<file path="src/hdl/signed_int_to_decimal_ascii_core_macros.svh">
// Assertion macros for the converter RTL, used by itoa_serial.
// ITOA_ASSERT_SAME: antecedent implies consequent in the same cycle.
// ITOA_ASSERT_NEXT: antecedent implies consequent in the next cycle.
// Both expect clk and rst in scope and are disabled while rst is high.
`ifndef SIGNED_INT_TO_DECIMAL_ASCII_CORE_MACROS_SVH
`define SIGNED_INT_TO_DECIMAL_ASCII_CORE_MACROS_SVH
`ifndef SYNTHESIS
`define ITOA_ASSERT_SAME(label, ante, cons) \
  label: assert property (@(posedge clk) disable iff (rst) (ante) |-> (cons)) \
    else $error("converter assertion failed");
`define ITOA_ASSERT_NEXT(label, ante, cons) \
  label: assert property (@(posedge clk) disable iff (rst) (ante) |=> (cons)) \
    else $error("converter assertion failed");
`else
`define ITOA_ASSERT_SAME(label, ante, cons)
`define ITOA_ASSERT_NEXT(label, ante, cons)
`endif
`endif

</file>
<file path="src/hdl/itoa_pkg.sv">
`timescale 1ns / 1ps

package itoa_pkg;

  // ASCII codes, 6 bits wide
  localparam logic [5:0] CHAR_ZERO  = 6'd48;
  localparam logic [5:0] CHAR_MINUS = 6'd45;

  // width of the leading-digit index carried down the pipeline
  localparam int LEAD_W = 4;

  // per-item control carried alongside the remainder
  typedef struct packed {
    logic              neg;      // value was negative
    logic              started;  // first printed digit found
    logic [LEAD_W-1:0] lead;     // index of first printed digit
  } ctl_t;

  // 10^n at elaboration time
  function automatic logic [63:0] pow10(input int n);
    logic [63:0] p;
    p = 64'd1;
    for (int i = 0; i < n; i++) begin
      p = p * 64'd10;
    end
    return p;
  endfunction

  // decimal digits needed for the magnitude 2^(w-1)
  function automatic int num_digits(input int w);
    logic [63:0] v;
    int          n;
    v = 64'd1 << (w - 1);
    n = 0;
    for (int i = 0; i < 20; i++) begin
      if (v != 64'd0) begin
        v = v / 64'd10;
        n++;
      end
    end
    return n;
  endfunction

endpackage

</file>
<file path="src/hdl/signed_int_to_decimal_ascii_core.sv">
`timescale 1ns / 1ps
// Signed integer to decimal ASCII converter.
// Input channel s_*: one item per signed integer in s_tdata (low VW bits used,
// VW being VALUE_WIDTH clamped to 8..32; bit VW-1 is the sign). Output channel m_*: one item per
// character, m_tdata[5:0] holds the ASCII code and m_tlast marks the final
// character of each number. Negative numbers start with '-', leading zeros are
// dropped, zero prints as a single '0'.
// Pipeline: one register for sign/magnitude, then one stage per decimal digit
// (10 at the default width), each doing a parallel compare against k*10^n and
// one subtract. m_tvalid for the first character rises once the item has passed
// the sign/magnitude register, the digit stages and the output register.
// Throughput is set by the output: one character per cycle while m_tready is
// high; numbers of 1 to 11 characters go back to back with no gap between them.
// A new input item enters whenever the pipeline can move; the pipeline moves
// when its head is empty or the head's last character is loaded.
// When m_tready is low the output register holds and the pipeline stalls once
// its head holds an item; nothing is dropped or repeated. Reset (rst,
// synchronous) empties every stage and the output register.

module signed_int_to_decimal_ascii_core
  import itoa_pkg::*;
#(
  parameter int VALUE_WIDTH = 32
) (
  input  logic        clk,
  input  logic        rst,
  input  logic        s_tvalid,
  output logic        s_tready,
  input  logic [31:0] s_tdata,   // [31:0] value
  output logic        m_tvalid,
  input  logic        m_tready,
  output logic [7:0]  m_tdata,   // [5:0] char_code, [7:6] zero
  output logic        m_tlast    // last_char
);

  localparam int VW   = (VALUE_WIDTH < 8) ? 8 : ((VALUE_WIDTH > 32) ? 32 : VALUE_WIDTH);
  localparam int NDIG = num_digits(VW);

  logic              adv;
  logic              pop;
  logic [VW-1:0]     raw;
  logic              vld  [0:NDIG];
  ctl_t              ctl  [0:NDIG];
  logic [VW-1:0]     rem  [0:NDIG];
  logic [NDIG*4-1:0] digs [0:NDIG];
  logic [5:0]        char_code;

  assign adv      = !vld[NDIG] || pop;
  assign s_tready = adv;
  assign raw      = s_tdata[VW-1:0];

  // front stage: sign and magnitude; negation of the most negative value
  // wraps to 2^(VW-1), which is the magnitude wanted
  always_ff @(posedge clk) begin
    if (rst) begin
      vld[0] <= 1'b0;
    end else if (adv) begin
      vld[0] <= s_tvalid;
    end
  end

  always_ff @(posedge clk) begin
    if (adv) begin
      ctl[0].neg     <= raw[VW-1];
      ctl[0].started <= 1'b0;
      ctl[0].lead    <= '0;
      rem[0]         <= raw[VW-1] ? (~raw + VW'(1)) : raw;
      digs[0]        <= '0;
    end
  end

  // one stage per decimal digit, most significant first
  for (genvar g = 0; g < NDIG; g++) begin : g_digit
    itoa_digit_stage #(
      .MAG_W (VW),
      .NDIG  (NDIG),
      .IDX   (g)
    ) u_stage (
      .clk      (clk),
      .rst      (rst),
      .en       (adv),
      .in_vld   (vld[g]),
      .in_ctl   (ctl[g]),
      .in_rem   (rem[g]),
      .in_digs  (digs[g]),
      .out_vld  (vld[g+1]),
      .out_ctl  (ctl[g+1]),
      .out_rem  (rem[g+1]),
      .out_digs (digs[g+1])
    );
  end

  // character serializer with output register
  itoa_serial #(
    .NDIG (NDIG)
  ) u_serial (
    .clk       (clk),
    .rst       (rst),
    .head_vld  (vld[NDIG]),
    .head_ctl  (ctl[NDIG]),
    .head_digs (digs[NDIG]),
    .pop       (pop),
    .out_vld   (m_tvalid),
    .out_rdy   (m_tready),
    .out_code  (char_code),
    .out_last  (m_tlast)
  );

  assign m_tdata = {2'b00, char_code};

endmodule

</file>
<file path="src/hdl/itoa_digit_stage.sv">
`timescale 1ns / 1ps

module itoa_digit_stage
  import itoa_pkg::*;
#(
  parameter int MAG_W = 32,
  parameter int NDIG  = 10,
  parameter int IDX   = 0
) (
  input  logic              clk,
  input  logic              rst,
  input  logic              en,
  input  logic              in_vld,
  input  ctl_t              in_ctl,
  input  logic [MAG_W-1:0]  in_rem,
  input  logic [NDIG*4-1:0] in_digs,
  output logic              out_vld,
  output ctl_t              out_ctl,
  output logic [MAG_W-1:0]  out_rem,
  output logic [NDIG*4-1:0] out_digs
);

  localparam int          EXT_W = MAG_W + 4;
  localparam logic [63:0] DIV   = pow10(NDIG - 1 - IDX);

  logic [EXT_W-1:0]  ext;
  logic [EXT_W-1:0]  sub;
  logic [EXT_W-1:0]  mk;
  logic [3:0]        digit;
  logic [MAG_W-1:0]  rem_next;
  ctl_t              ctl_next;
  logic [NDIG*4-1:0] digs_next;

  // digit = largest k with k*DIV <= remainder; compares run in parallel
  always_comb begin
    ext   = {4'b0, in_rem};
    digit = 4'd0;
    sub   = '0;
    mk    = '0;
    for (int k = 1; k < 10; k++) begin
      mk = EXT_W'(64'(k) * DIV);
      if (ext >= mk) begin
        digit = 4'(k);
        sub   = mk;
      end
    end
    rem_next = MAG_W'(ext - sub);
  end

  // first nonzero digit (or the units digit for zero) marks the lead
  always_comb begin
    ctl_next  = in_ctl;
    digs_next = in_digs;
    digs_next[IDX*4 +: 4] = digit;
    if (!in_ctl.started && (digit != 4'd0 || IDX == NDIG - 1)) begin
      ctl_next.started = 1'b1;
      ctl_next.lead    = LEAD_W'(IDX);
    end
  end

  always_ff @(posedge clk) begin
    if (rst) begin
      out_vld <= 1'b0;
    end else if (en) begin
      out_vld <= in_vld;
    end
  end

  always_ff @(posedge clk) begin
    if (en) begin
      out_ctl  <= ctl_next;
      out_rem  <= rem_next;
      out_digs <= digs_next;
    end
  end

endmodule

</file>
<file path="src/hdl/itoa_serial.sv">
`timescale 1ns / 1ps
`include "signed_int_to_decimal_ascii_core_macros.svh"

module itoa_serial
  import itoa_pkg::*;
#(
  parameter int NDIG = 10
) (
  input  logic              clk,
  input  logic              rst,
  input  logic              head_vld,
  input  ctl_t              head_ctl,
  input  logic [NDIG*4-1:0] head_digs,
  output logic              pop,
  output logic              out_vld,
  input  logic              out_rdy,
  output logic [5:0]        out_code,
  output logic              out_last
);

  localparam int IW = $clog2(NDIG);

  logic          sign_done;
  logic          mid;
  logic [IW-1:0] pos;
  logic [IW-1:0] eff;
  logic          load;
  logic          emit_minus;
  logic          is_last;
  logic [3:0]    digit;

  // pick the next character of the item at the pipeline head
  always_comb begin
    load       = head_vld && (!out_vld || out_rdy);
    eff        = mid ? pos : head_ctl.lead[IW-1:0];
    emit_minus = head_ctl.neg && !sign_done;
    digit      = head_digs[eff*4 +: 4];
    is_last    = !emit_minus && (eff == IW'(NDIG - 1));
    pop        = load && is_last;
  end

  // character walk state and output valid
  always_ff @(posedge clk) begin
    if (rst) begin
      out_vld   <= 1'b0;
      sign_done <= 1'b0;
      mid       <= 1'b0;
    end else begin
      if (load) begin
        out_vld <= 1'b1;
      end else if (out_rdy) begin
        out_vld <= 1'b0;
      end
      if (load) begin
        if (emit_minus) begin
          sign_done <= 1'b1;
        end else if (is_last) begin
          sign_done <= 1'b0;
          mid       <= 1'b0;
        end else begin
          mid <= 1'b1;
        end
      end
    end
  end

  // output register and digit pointer
  always_ff @(posedge clk) begin
    if (load) begin
      out_code <= emit_minus ? CHAR_MINUS : (CHAR_ZERO + {2'b0, digit});
      out_last <= is_last;
      if (!emit_minus && !is_last) begin
        pos <= eff + IW'(1);
      end
    end
  end

  `ITOA_ASSERT_SAME(a_code_range, out_vld, out_code == CHAR_MINUS || (out_code >= CHAR_ZERO && out_code <= CHAR_ZERO + 6'd9))
  `ITOA_ASSERT_SAME(a_minus_not_last, out_vld && out_code == CHAR_MINUS, !out_last)
  `ITOA_ASSERT_NEXT(a_walk_cleared, pop, !mid && !sign_done && out_vld && out_last)

endmodule
</file>
<file path="config.mk">
export PLATFORM = sky130hd
export DESIGN_NAME = signed_int_to_decimal_ascii_core
export DESIGN_NICKNAME = d
export VERILOG_FILES = /design/src/hdl/itoa_pkg.sv /design/src/hdl/signed_int_to_decimal_ascii_core.sv /design/src/hdl/itoa_digit_stage.sv /design/src/hdl/itoa_serial.sv
export VERILOG_INCLUDE_DIRS = /design/src /design/src/hdl
export SDC_FILE = /design/constraint.sdc
export NUM_CORES = 1
export LEC_CHECK = 0
export BUFFER_PORTS_ARGS = -buffer_cell sky130_fd_sc_hd__buf_2
export CORE_ASPECT_RATIO = 0.6
export CORE_MARGIN = 2
export CORE_UTILIZATION = 55
export CTS_BUF_LIST = sky130_fd_sc_hd__clkbuf_4
export DETAILED_ROUTE_END_ITERATION = 6
export MAX_ROUTING_LAYER = met4
export PLACE_DENSITY_LB_ADDON = 0.12
export SETUP_SLACK_MARGIN = 0.2
export SLEW_MARGIN = 10
export SYNTH_ARGS = -nofsm -noshare
export SYNTH_HDL_FRONTEND = slang
export SYNTH_SLANG_ARGS = --single-unit
export TNS_END_PERCENT = 10
</file>
<file path="constraint.sdc">
create_clock -name clk -period 31.8 [get_ports clk]
set_input_delay 6.36 -clock clk [delete_from_list [all_inputs] [get_ports clk]]
set_output_delay 6.36 -clock clk [all_outputs]
set_load 0.02 [all_outputs]
</file>
-- Word-level counts from Yosys, hierarchy flattened
Index checks and enable logic that the tools add are counted.
Widths: inputs -> output; s select.
- bits of input ports: 36
- output and inout bits: 11
- register bits after elaboration: 610
- word-level logic and storage cells: 380
- bitwise operators: 2
- equality and inequality tests: 1
- shift operators: 1
- $lt $le $gt $ge: 85
- $add $sub $neg: 12
- muxes and demuxes: 167
- reductions and logical operators: 43
- operators with widths (operator ; count):
    $mux 32 ; 58
    $sub 32x32->32 ; 9
    $ge 32x10->1 const B ; 5
    $ge 32x20->1 const B ; 5
    $ge 32x30->1 const B ; 5
    $ge 32x13->1 const B ; 4
    $ge 32x17->1 const B ; 4
    $ge 32x23->1 const B ; 4
    $ge 32x27->1 const B ; 4
    $ge 32x3->1 const B ; 4
    $ge 32x7->1 const B ; 4
    $mux 3 ; 37
    $ge 32x16->1 const B ; 3
    $ge 32x19->1 const B ; 3
    $ge 32x26->1 const B ; 3
    $ge 32x29->1 const B ; 3
    $ge 32x4->1 const B ; 3
    $ge 32x6->1 const B ; 3
    $ge 32x9->1 const B ; 3
    $mux 4 ; 18
    $ge 32x12->1 const B ; 2
    $ge 32x14->1 const B ; 2
    $ge 32x15->1 const B ; 2
    $ge 32x2->1 const B ; 2
    other kinds (45) ; 121

-- Logic depth before layout (Yosys ltp)
Gate-level depths: netlist (run 1).
- depth in word-level cells: 12
- depth in mapped cells: 28
- mapped depth without buffers: 28

-- Modules after synthesis
From an unflattened synthesis (run 1), not the netlist that was laid out.
- cells, all modules: 3313
- area total of the unflattened synthesis: 41727.5 um2
- modules (own cells, without submodules) (module ; area an instance (um2) ; sequential area each (um2) ; instances ; cells each):
    itoa_digit_stage at g_digit[2].u_stage ; 4591.9 ; 2362.3 ; 1 ; 416
    itoa_digit_stage at g_digit[3].u_stage ; 4227.8 ; 2362.3 ; 1 ; 360
    itoa_digit_stage at g_digit[1].u_stage ; 4214.0 ; 2362.3 ; 1 ; 350
    itoa_digit_stage at g_digit[4].u_stage ; 4103.9 ; 2362.3 ; 1 ; 329
    itoa_digit_stage at g_digit[0].u_stage ; 3947.5 ; 2332.2 ; 1 ; 312
    itoa_digit_stage at g_digit[5].u_stage ; 3787.4 ; 2362.3 ; 1 ; 290
    itoa_digit_stage at g_digit[6].u_stage ; 3662.3 ; 2362.3 ; 1 ; 267
    itoa_digit_stage at g_digit[7].u_stage ; 3559.7 ; 2362.3 ; 1 ; 265
    itoa_digit_stage at g_digit[8].u_stage ; 3532.1 ; 2362.3 ; 1 ; 258
    itoa_digit_stage at g_digit[9].u_stage ; 3169.3 ; 2332.2 ; 1 ; 200
    signed_int_to_decimal_ascii_core ; 1829.3 ; 1011.0 ; 1 ; 138
    itoa_serial ; 1102.3 ; 360.3 ; 1 ; 128

-- Worst setup path after synthesis (run 1)
No wires, ideal clock.
- path type: input port to output port
- from: input m_tready
- to: output s_tready
- slack: 2.171 ns
- path buffers: 2
- stages on the path: 6
- data arrival time: 23.269 ns
- data required time: 25.440 ns
- path through: nand2b_1 and2_1 clkbuf_1 nand2_1 o21ai_1 clkbuf_1
- cells in the longest elaborated chain, start to end: 4
- RTL lines (element ; line ; RTL):
    start, declared ; signed_int_to_decimal_ascii_core.sv:31 ; input logic m_tready,
    $logic_or 1x1->1 ; itoa_serial.sv:34 ; load = head_vld && (!out_vld || out_rdy);
    $logic_and 1x1->1 ; itoa_serial.sv:34 ;
    named net u_serial.load ; itoa_serial.sv:27 ; logic load;
    $logic_and 1x1->1 ; itoa_serial.sv:39 ; pop = load && is_last;
    $logic_or 1x1->1 ; signed_int_to_decimal_ascii_core.sv:48 ; assign adv = !vld[NDIG] || pop;
    end, declared ; signed_int_to_decimal_ascii_core.sv:28 ; output logic s_tready,
The timed path passes the listed nets, and every way through them passes these cells.

-- Worst setup path after layout (run 1)
- from: input m_tready
- to: output s_tready
- cells in the longest elaborated chain, start to end: 4
- RTL lines (element ; line):
    $logic_or 1x1->1 ; itoa_serial.sv:34
    $logic_and 1x1->1 ; itoa_serial.sv:34
    $logic_and 1x1->1 ; itoa_serial.sv:39
    $logic_or 1x1->1 ; signed_int_to_decimal_ascii_core.sv:48
Every way passes these cells.

==> metrics.cfg, run 1 <==
[synth]
seq_area_frac_synth_pct = 56.4
synthTopCellsByCount = 585 x edfxtp_1, 252 x nor2_1, 230 x nand2_1, 161 x a21oi_1, 154 x o21ai_0
syn_avg_cell_area_um2 = 11.3
yosys-top-cells-area = edfxtp_1 55%, ha_1 5.3%, xnor2_1 3.9%
synth_ff_type = edfxtp_1
synth-edff-count = 585
yosysMostFrequentCell = edfxtp_1
synth.cell_area_um2 = 31700
synthArstFlopShare_pct = 0
ys_types = 91
ys_warn_count = 0
syn_inst = 2806
yosysTopAreaCellShare_pct = 55.5
ys_seq_elements = 599
synth_top_cell_by_area = edfxtp_1

[die]
dieHeight_um = 190
io_pins = 47
die_x_um = 314
die_area_um2 = 59600
start_util_pct = 55.4
core_area_um2 = 57200
row_count = 68

[finish]
final-seq-area_um2 = 17800
fin_area_um2 = 34300
final_nets = 3092
area_delta_synth_final_pct = 8.34
nFillCells = 4671
drive_gt1_share_pct = 11.1
multiInputGateArea_um2 = 13000

[critical_path]
worst_ep_required_time_ns = 25.44
critPathMaxStageDelay_ns = 0.55
arrival_ns = 8.12
cp_max_fo = 45
start_kind = input port
critPathKind = in2out
crit_family = buffers and inverters
slowest_stage = buf_4
crit_chain = buf_2, nand2b_1, and2_1, nand2_1, o21ai_4, buf_4, buf_2
critPathMostFrequentCell = buf_2
cp-end-kind = output port
critPathBufInv = 3

[detailed_routing]
wl_per_cell_um = 19.4
drt-initial-drc-count = 2578
num_vias = 22300
drc = 0
postRouteAntennaNets = 0
drt-pass1-iter-count = 6
vias_per_cell = 5.91
routed_wl_mm = 73.3

[placement]
post_dp_cell_area_um2 = 32600
gp_congestion = 1.02
dp_hpwl_mm = 53.2
io_buffers = 43

[timing]
fin_tns_setup_ns = 0
timing.final.crit_share_pct = 45.5
grt_setup_unrepaired = no
max_freq_mhz = 69.0
relSlewSlack_pct = 17.2
setup_violations = 0
tightest_slew_ns = 1.23
hold_viol = 0
period_needed_ns = 14.48
fin_skew_ns = 0.103
maxSlewViolCount = 0

[grt]
antenna_found_initial = 1
grt_max_degree = 190
overflow = 0
grt_pass1_wl_mm = 116
grt_usage_pct = 25.6
grt_pass1_vias = 21200

[power_and_ir_drop]
power_density_nw_per_um2 = 87.7
p_leak_nw = 13.1
ir_worst_vdd_v = 0.0000543

[clock_network]
cts_made_buffers = 144
clk_path_buf_depth = 3
clk_latency_ns = 0.93
cts_setup_buffers = 0
hold_buffers = 0
h-tree-depth = 4
clk_pin_slew_ns = 0.07
cts_tree = done
post_cts_resized = 0
cts.sinks = 599
cts_root_buffer = clkbuf_4

[run_status]
status = finished, final reports clean

[hold_path]
hold_class = reg2reg

[job]
cap_violations = 0

-- metrics by stage --
stage               hold WS, ns  utilization [%]  power [mW]  instances  setup slack, ns
floorplan                 0.400                -        2.09       2807             2.17
global placement          0.401             57.0        2.35       3538            17.33
detailed placement        0.405             57.0        2.39       3538            17.31
CTS                       0.388             60.0        3.00       3780            17.30
global route              0.385             60.0        3.20       3781            17.09
finish                    0.374             60.0        3.01       3782            17.32
-- path summary, 6_finish.rpt --
check,startpoint,to,slack [ns],cells after the start
min reg2reg,g_digit[2].u_stage.out_ctl[5]$_DFFE_PP_,g_digit[3].u_stage.out_ctl[5]$_DFFE_PP_,0.37,0
min,g_digit[2].u_stage.out_ctl[5]$_DFFE_PP_,g_digit[3].u_stage.out_ctl[5]$_DFFE_PP_,0.37,0
max,m_tready,s_tready,17.32,7
max reg2reg,g_digit[5].u_stage.out_rem[25]$_DFFE_PP_,g_digit[6].u_stage.out_rem[21]$_DFFE_PP_,24.84,25
-- metal layers --
layer	GRT usage [%]	part of all wire, %	vias to the layer above
met1	40.3	51	10600
met4	6.51	1.4	0
li1	-	-	10700
met3	8.04	11	92
met5	-	0	-
met2	31.0	37	970
-- kinds of logic (layout without fill, tap and decap cells) --
logic type	Yosys count	count (layout)	synth area share, %
AO/OA/AOI/OAI	614	614	12.6
XOR/XNOR	223	223	6.17
adder cells (fa/ha/maj)	144	144	5.89
buffers and inverters	221	424	2.71
flip-flops	599	599	56.4
multiplexers	20	20	0.636
other	2	5	0.0237
AND/OR/NAND/NOR	983	983	15.6
-- report_power, final --
part           internal [mW]  switching, mW
sequential              1.16          0.318
clock                  0.293          0.306
combinational          0.410          0.518
-- final cells by class --
class,instances,area share (%)
Sequential cell,599,52.0
Multi-Input combinational cell,1987,37.8
Clock buffer,193,4.23
Tap cell,770,2.81
Inverter,130,1.42
Timing Repair Buffer,52,0.898
Clock inverter,49,0.784
Antenna cell,2,0.0146
-- layout by cell type (no fill, tap or decap), types with 28 or more instances in the layout --
cell | synthesis | final
inv_1 | 129 | 129
nand3_1 | 67 | 67
nor3_1 | 81 | 81
nand2_1 | 230 | 230
o21ai_0 | 154 | 154
xor2_1 | 83 | 83
and2_1 | 28 | 28
nor2b_1 | 40 | 40
clkinv_1 | 0 | 31
a21oi_1 | 161 | 161
a21o_1 | 44 | 44
edfxtp_1 | 585 | 585
ha_1 | 133 | 133
xnor2_1 | 140 | 140
nand2b_1 | 50 | 50
a31oi_1 | 28 | 28
clkbuf_4 | 0 | 193
nor4_1 | 56 | 56
buf_2 | 3 | 43
or2_2 | 34 | 34
nor2_1 | 252 | 252
-- state kept, by name, indices dropped and copies added, names as in the netlist, 4 cells and up --
register	flops
g_digit.u_stage.out_digs	210
g_digit.u_stage.out_rem	288
rem	32
g_digit.u_stage.out_vld	10
u_serial.pos	4
g_digit.u_stage.out_ctl	44
u_serial.out_code	5
No activity file was read; power rests on OpenSTA's default activity.
==> run 2: changes to the inputs <==
--- a/config.mk
+++ b/config.mk
@@ -6,6 +6,7 @@
 export SDC_FILE = /design/constraint.sdc
 export NUM_CORES = 1
 export LEC_CHECK = 0
+export ABC_AREA = 1
 export BUFFER_PORTS_ARGS = -buffer_cell sky130_fd_sc_hd__buf_2
 export CORE_ASPECT_RATIO = 0.6
 export CORE_MARGIN = 2
==> constraint.sdc (replaced) <==
create_clock -name clk -period 11.74 [get_ports clk]
set_input_delay 2.348 -clock clk [delete_from_list [all_inputs] [get_ports clk]]
set_output_delay 2.348 -clock clk [all_outputs]
set_load 0.02 [all_outputs]
==> run 2 against run 1 <==
  * Non-clock buffer count is the same
  * Combinational power grew to 3.7 times the previous value
  * Final cell count grew 15%
  * Critical path depth grew 3
  * Global-route usage grew 0.51 points
  * Die area grew 2.4%
  * Critical endpoint unchanged
  * Worst setup slack lost 13 ns
  * Clock power grew to 2.7 times the previous value
  * Via count grew 7.8%
  * Total power grew to 3.1 times the previous value
  * Synthesized cell count grew 17%
  * Largest power group unchanged
  * Worst hold slack lost 0.0015 ns
==> metrics.cfg, run 2 <==
[synth]
syn_inst = 3292  ; +17%
ys_types = 69  ; -24%
yosysMostFrequentCell = edfxtp_1
yosys-top-cells-area = edfxtp_1 54%, nand2_1 6.1%, ha_1 5.1%
synthTopCellsByCount = 585 x edfxtp_1, 524 x nand2_1, 435 x inv_1, 405 x nor2_1, 221 x a21oi_1
synth_top_cell_by_area = edfxtp_1
seq_area_frac_synth_pct = 55.0  ; -1.4 points
synthArstFlopShare_pct = 0  ; unchanged
yosysTopAreaCellShare_pct = 54.2  ; -1.3 points
syn_avg_cell_area_um2 = 9.85  ; -13%
synth.cell_area_um2 = 32400  ; +2.5%
synth_ff_type = edfxtp_1
ys_warn_count = 0  ; unchanged
synth-edff-count = 585  ; unchanged
ys_seq_elements = 599  ; unchanged

[finish]
nFillCells = 4800  ; +2.8%
drive_gt1_share_pct = 10.0  ; -1.1 points
final_common_cell = edfxtp_1
final_core_util_pct = 61.1  ; +1.1 points
area_delta_synth_final_pct = 8.97
regMostFlops = g_digit.u_stage.out_rem
reg.largest.list = g_digit.u_stage.out_rem (288), g_digit.u_stage.out_digs (210), g_digit.u_stage.out_ctl (44)
final_nets = 3647  ; +18%
largest_reg_flops = 288  ; unchanged
final_cell_mix = 585 x edfxtp_1, 524 x nand2_1, 434 x inv_1

[detailed_routing]
vias_per_cell = 5.55  ; -6.0%
num_vias = 24100  ; +7.8%
wl_per_cell_um = 17.5  ; -9.6%
postRouteAntennaNets = 0  ; unchanged
routed_wl_mm = 75.9  ; +3.6%
drt-initial-drc-count = 2639  ; +2.4%
drt-pass1-iter-count = 6  ; unchanged
drc = 0  ; unchanged

[clock_network]
cts_made_buffers = 143  ; -0.69%
clk_pin_slew_ns = 0.07  ; about the same
clk_path_buf_depth = 3  ; unchanged
h-tree-depth = 4  ; unchanged
cts.sinks = 599  ; unchanged
cts_tree = done
hold_buffers = 0  ; unchanged
clk_latency_ns = 0.88  ; -0.05 ns
cts_root_buffer = clkbuf_4
cts_setup_buffers = 0  ; unchanged
post_cts_resized = 0  ; unchanged

[hold_path]
hold_class = reg2reg

[grt]
grt_pass1_wl_mm = 122  ; +5.1%
grt_max_degree = 105  ; -45%
antenna_found_initial = 2  ; +1
grt_usage_pct = 26.1  ; +0.51 points
grt_pass1_vias = 22900  ; +7.8%
overflow = 0  ; unchanged

[die]
start_util_pct = 56.1  ; +0.69 points
die_area_um2 = 61000  ; +2.4%
io_pins = 47  ; unchanged
die_x_um = 317  ; +1.2%
dieHeight_um = 192  ; +1.2%
core_area_um2 = 57900  ; +1.2%
row_count = 68  ; unchanged

[placement]
dp_hpwl_mm = 57.0  ; +7.0%
io_buffers = 43  ; unchanged
gp_congestion = 0.990  ; -2.7%

[power_and_ir_drop]
power_mw = 9.31  ; +210%
ir_worst_vdd_v = 0.000166  ; +210%
p_leak_nw = 14.6  ; +11%
power_density_nw_per_um2 = 264  ; +200%

[critical_path]
worst_ep_required_time_ns = 9.39  ; -16.05 ns
r2r_end = g_digit[3].u_stage.out_ctl[0]$_SDFFCE_PP1P_
cp-end-kind = output port
start_kind = register
startpoint = u_serial.mid$_SDFFE_PP0P_
worst_r2r_path_depth = 12  ; -52%
r2r_slack_ns = 5.62  ; -19.22 ns
arrival_ns = 4.71  ; -3.41 ns
r2r-start = u_serial.mid$_SDFFE_PP0P_
critical_path.endpoint = s_tready
cp_max_fo = 104  ; +130%
critPathKind = reg2out

[timing]
hold_viol = 0  ; unchanged
maxSlewViolCount = 0  ; unchanged
timing.final.crit_share_pct = 60.1
fin_skew_ns = 0.0690  ; -0.0338 ns
tightest_slew_ns = 1.12  ; -0.108 ns
fin_tns_setup_ns = 0  ; unchanged
relSlewSlack_pct = 25.1  ; +7.9 points
period_needed_ns = 7.06
timing.hold.ws_ns = 0.373  ; -0.00152 ns
setup_violations = 0  ; unchanged
max_freq_mhz = 142
grt_setup_unrepaired = no

[job]
cap_violations = 0  ; unchanged

[run_status]
status = finished, final reports clean

==> run 2: cell count changes after synthesis, moves of 41 or more <==
cell	change
a21o_1	-41
a21oi_1	+60
clkbuf_1	-65
inv_1	+306
nand2_1	+294
nand2b_1	-50
nand3_1	+66
nor2_1	+153
xnor2_1	-43
xor2_1	+71
==> run 2: per-layer routing <==
| layer | global-route usage (%) | share of wire (%) | up-vias | routed length, µm |
|---|---|---|---|---|
| met4 | 6.30 | 1.3 | 0 | 973 |
| met1 | 39.3 | 50 | 11200 | 38100 |
| met5 | - | 0 | - | 0 |
| met3 | 7.60 | 9.8 | 91 | 7460 |
| li1 | - | - | 11800 | - |
| met2 | 34.1 | 39 | 997 | 29300 |
==> run 2: critical path, cell delays in order (launching register included) <==
cell,delay (ns)
dfxtp_1,0.40
inv_1,0.10
or2_2,0.27
nand2_1,0.46
inv_1,0.51
ha_1,0.33
nand2_1,0.12
nor2_1,0.05
nor2_1,0.66
inv_8,0.41
buf_2,0.37
==> run 2: power breakdown <==
group          leakage (nW)  total (mW)  internal [mW]  switching, mW
Combinational          7.37        3.46           1.24           2.22
Sequential             6.15        4.21           3.45          0.763
Clock                  1.03        1.64          0.818          0.824
==> run 2: area by class of cell <==
class	instances	area [µm²]	area share (%)
antenna	2	5.00	0.0142
clock buffer	201	1510	4.27
clock inverter	40	234	0.662
inverter	452	1710	4.83
multi-input combinational	2221	12800	36.2
sequential	599	17800	50.5
tap	770	963	2.73
timing repair buffer	52	283	0.800
==> run 2: worst min-delay path by stage <==
stage                                               from                                        end  cells past startpoint
3_5_place_dp   g_digit[3].u_stage.out_digs[10]$_DFFE_PP_  g_digit[4].u_stage.out_digs[10]$_DFFE_PP_                      0
6_report        g_digit[6].u_stage.out_digs[9]$_DFFE_PP_   g_digit[7].u_stage.out_digs[9]$_DFFE_PP_                      0
4_1_cts        g_digit[8].u_stage.out_digs[14]$_DFFE_PP_  g_digit[9].u_stage.out_digs[14]$_DFFE_PP_                      0
5_1_grt        g_digit[8].u_stage.out_digs[14]$_DFFE_PP_  g_digit[9].u_stage.out_digs[14]$_DFFE_PP_                      0
3_3_place_gp    g_digit[5].u_stage.out_digs[4]$_DFFE_PP_   g_digit[6].u_stage.out_digs[4]$_DFFE_PP_                      0
2_1_floorplan                          ctl[65]$_DFFE_PP_    g_digit[0].u_stage.out_ctl[5]$_DFFE_PP_                      0
==> run 2: cell families (layout without fill, tap and decap cells) <==
group | after synthesis | count (layout) | synth area share (%)
flops | 599 | 599 | 55.0
fa+ha+maj | 142 | 142 | 5.69
buf+inv | 473 | 745 | 5.54
compound gates | 528 | 528 | 9.47
xor+xnor | 251 | 251 | 6.78
mux | 1 | 1 | 0.0309
other cells | 2 | 5 | 0.0232
simple gates | 1296 | 1296 | 17.4
==> run 2: stage by stage <==
step	setup slack, ns	cell area (µm²)	std cells
after CTS	4.59	35300	4335
final	4.68	35300	4337
after detailed placement	4.74	33600	4094
after global routing	4.22	35300	4337
after global placement	4.88	33600	4094
after floorplan	2.71	32400	3293
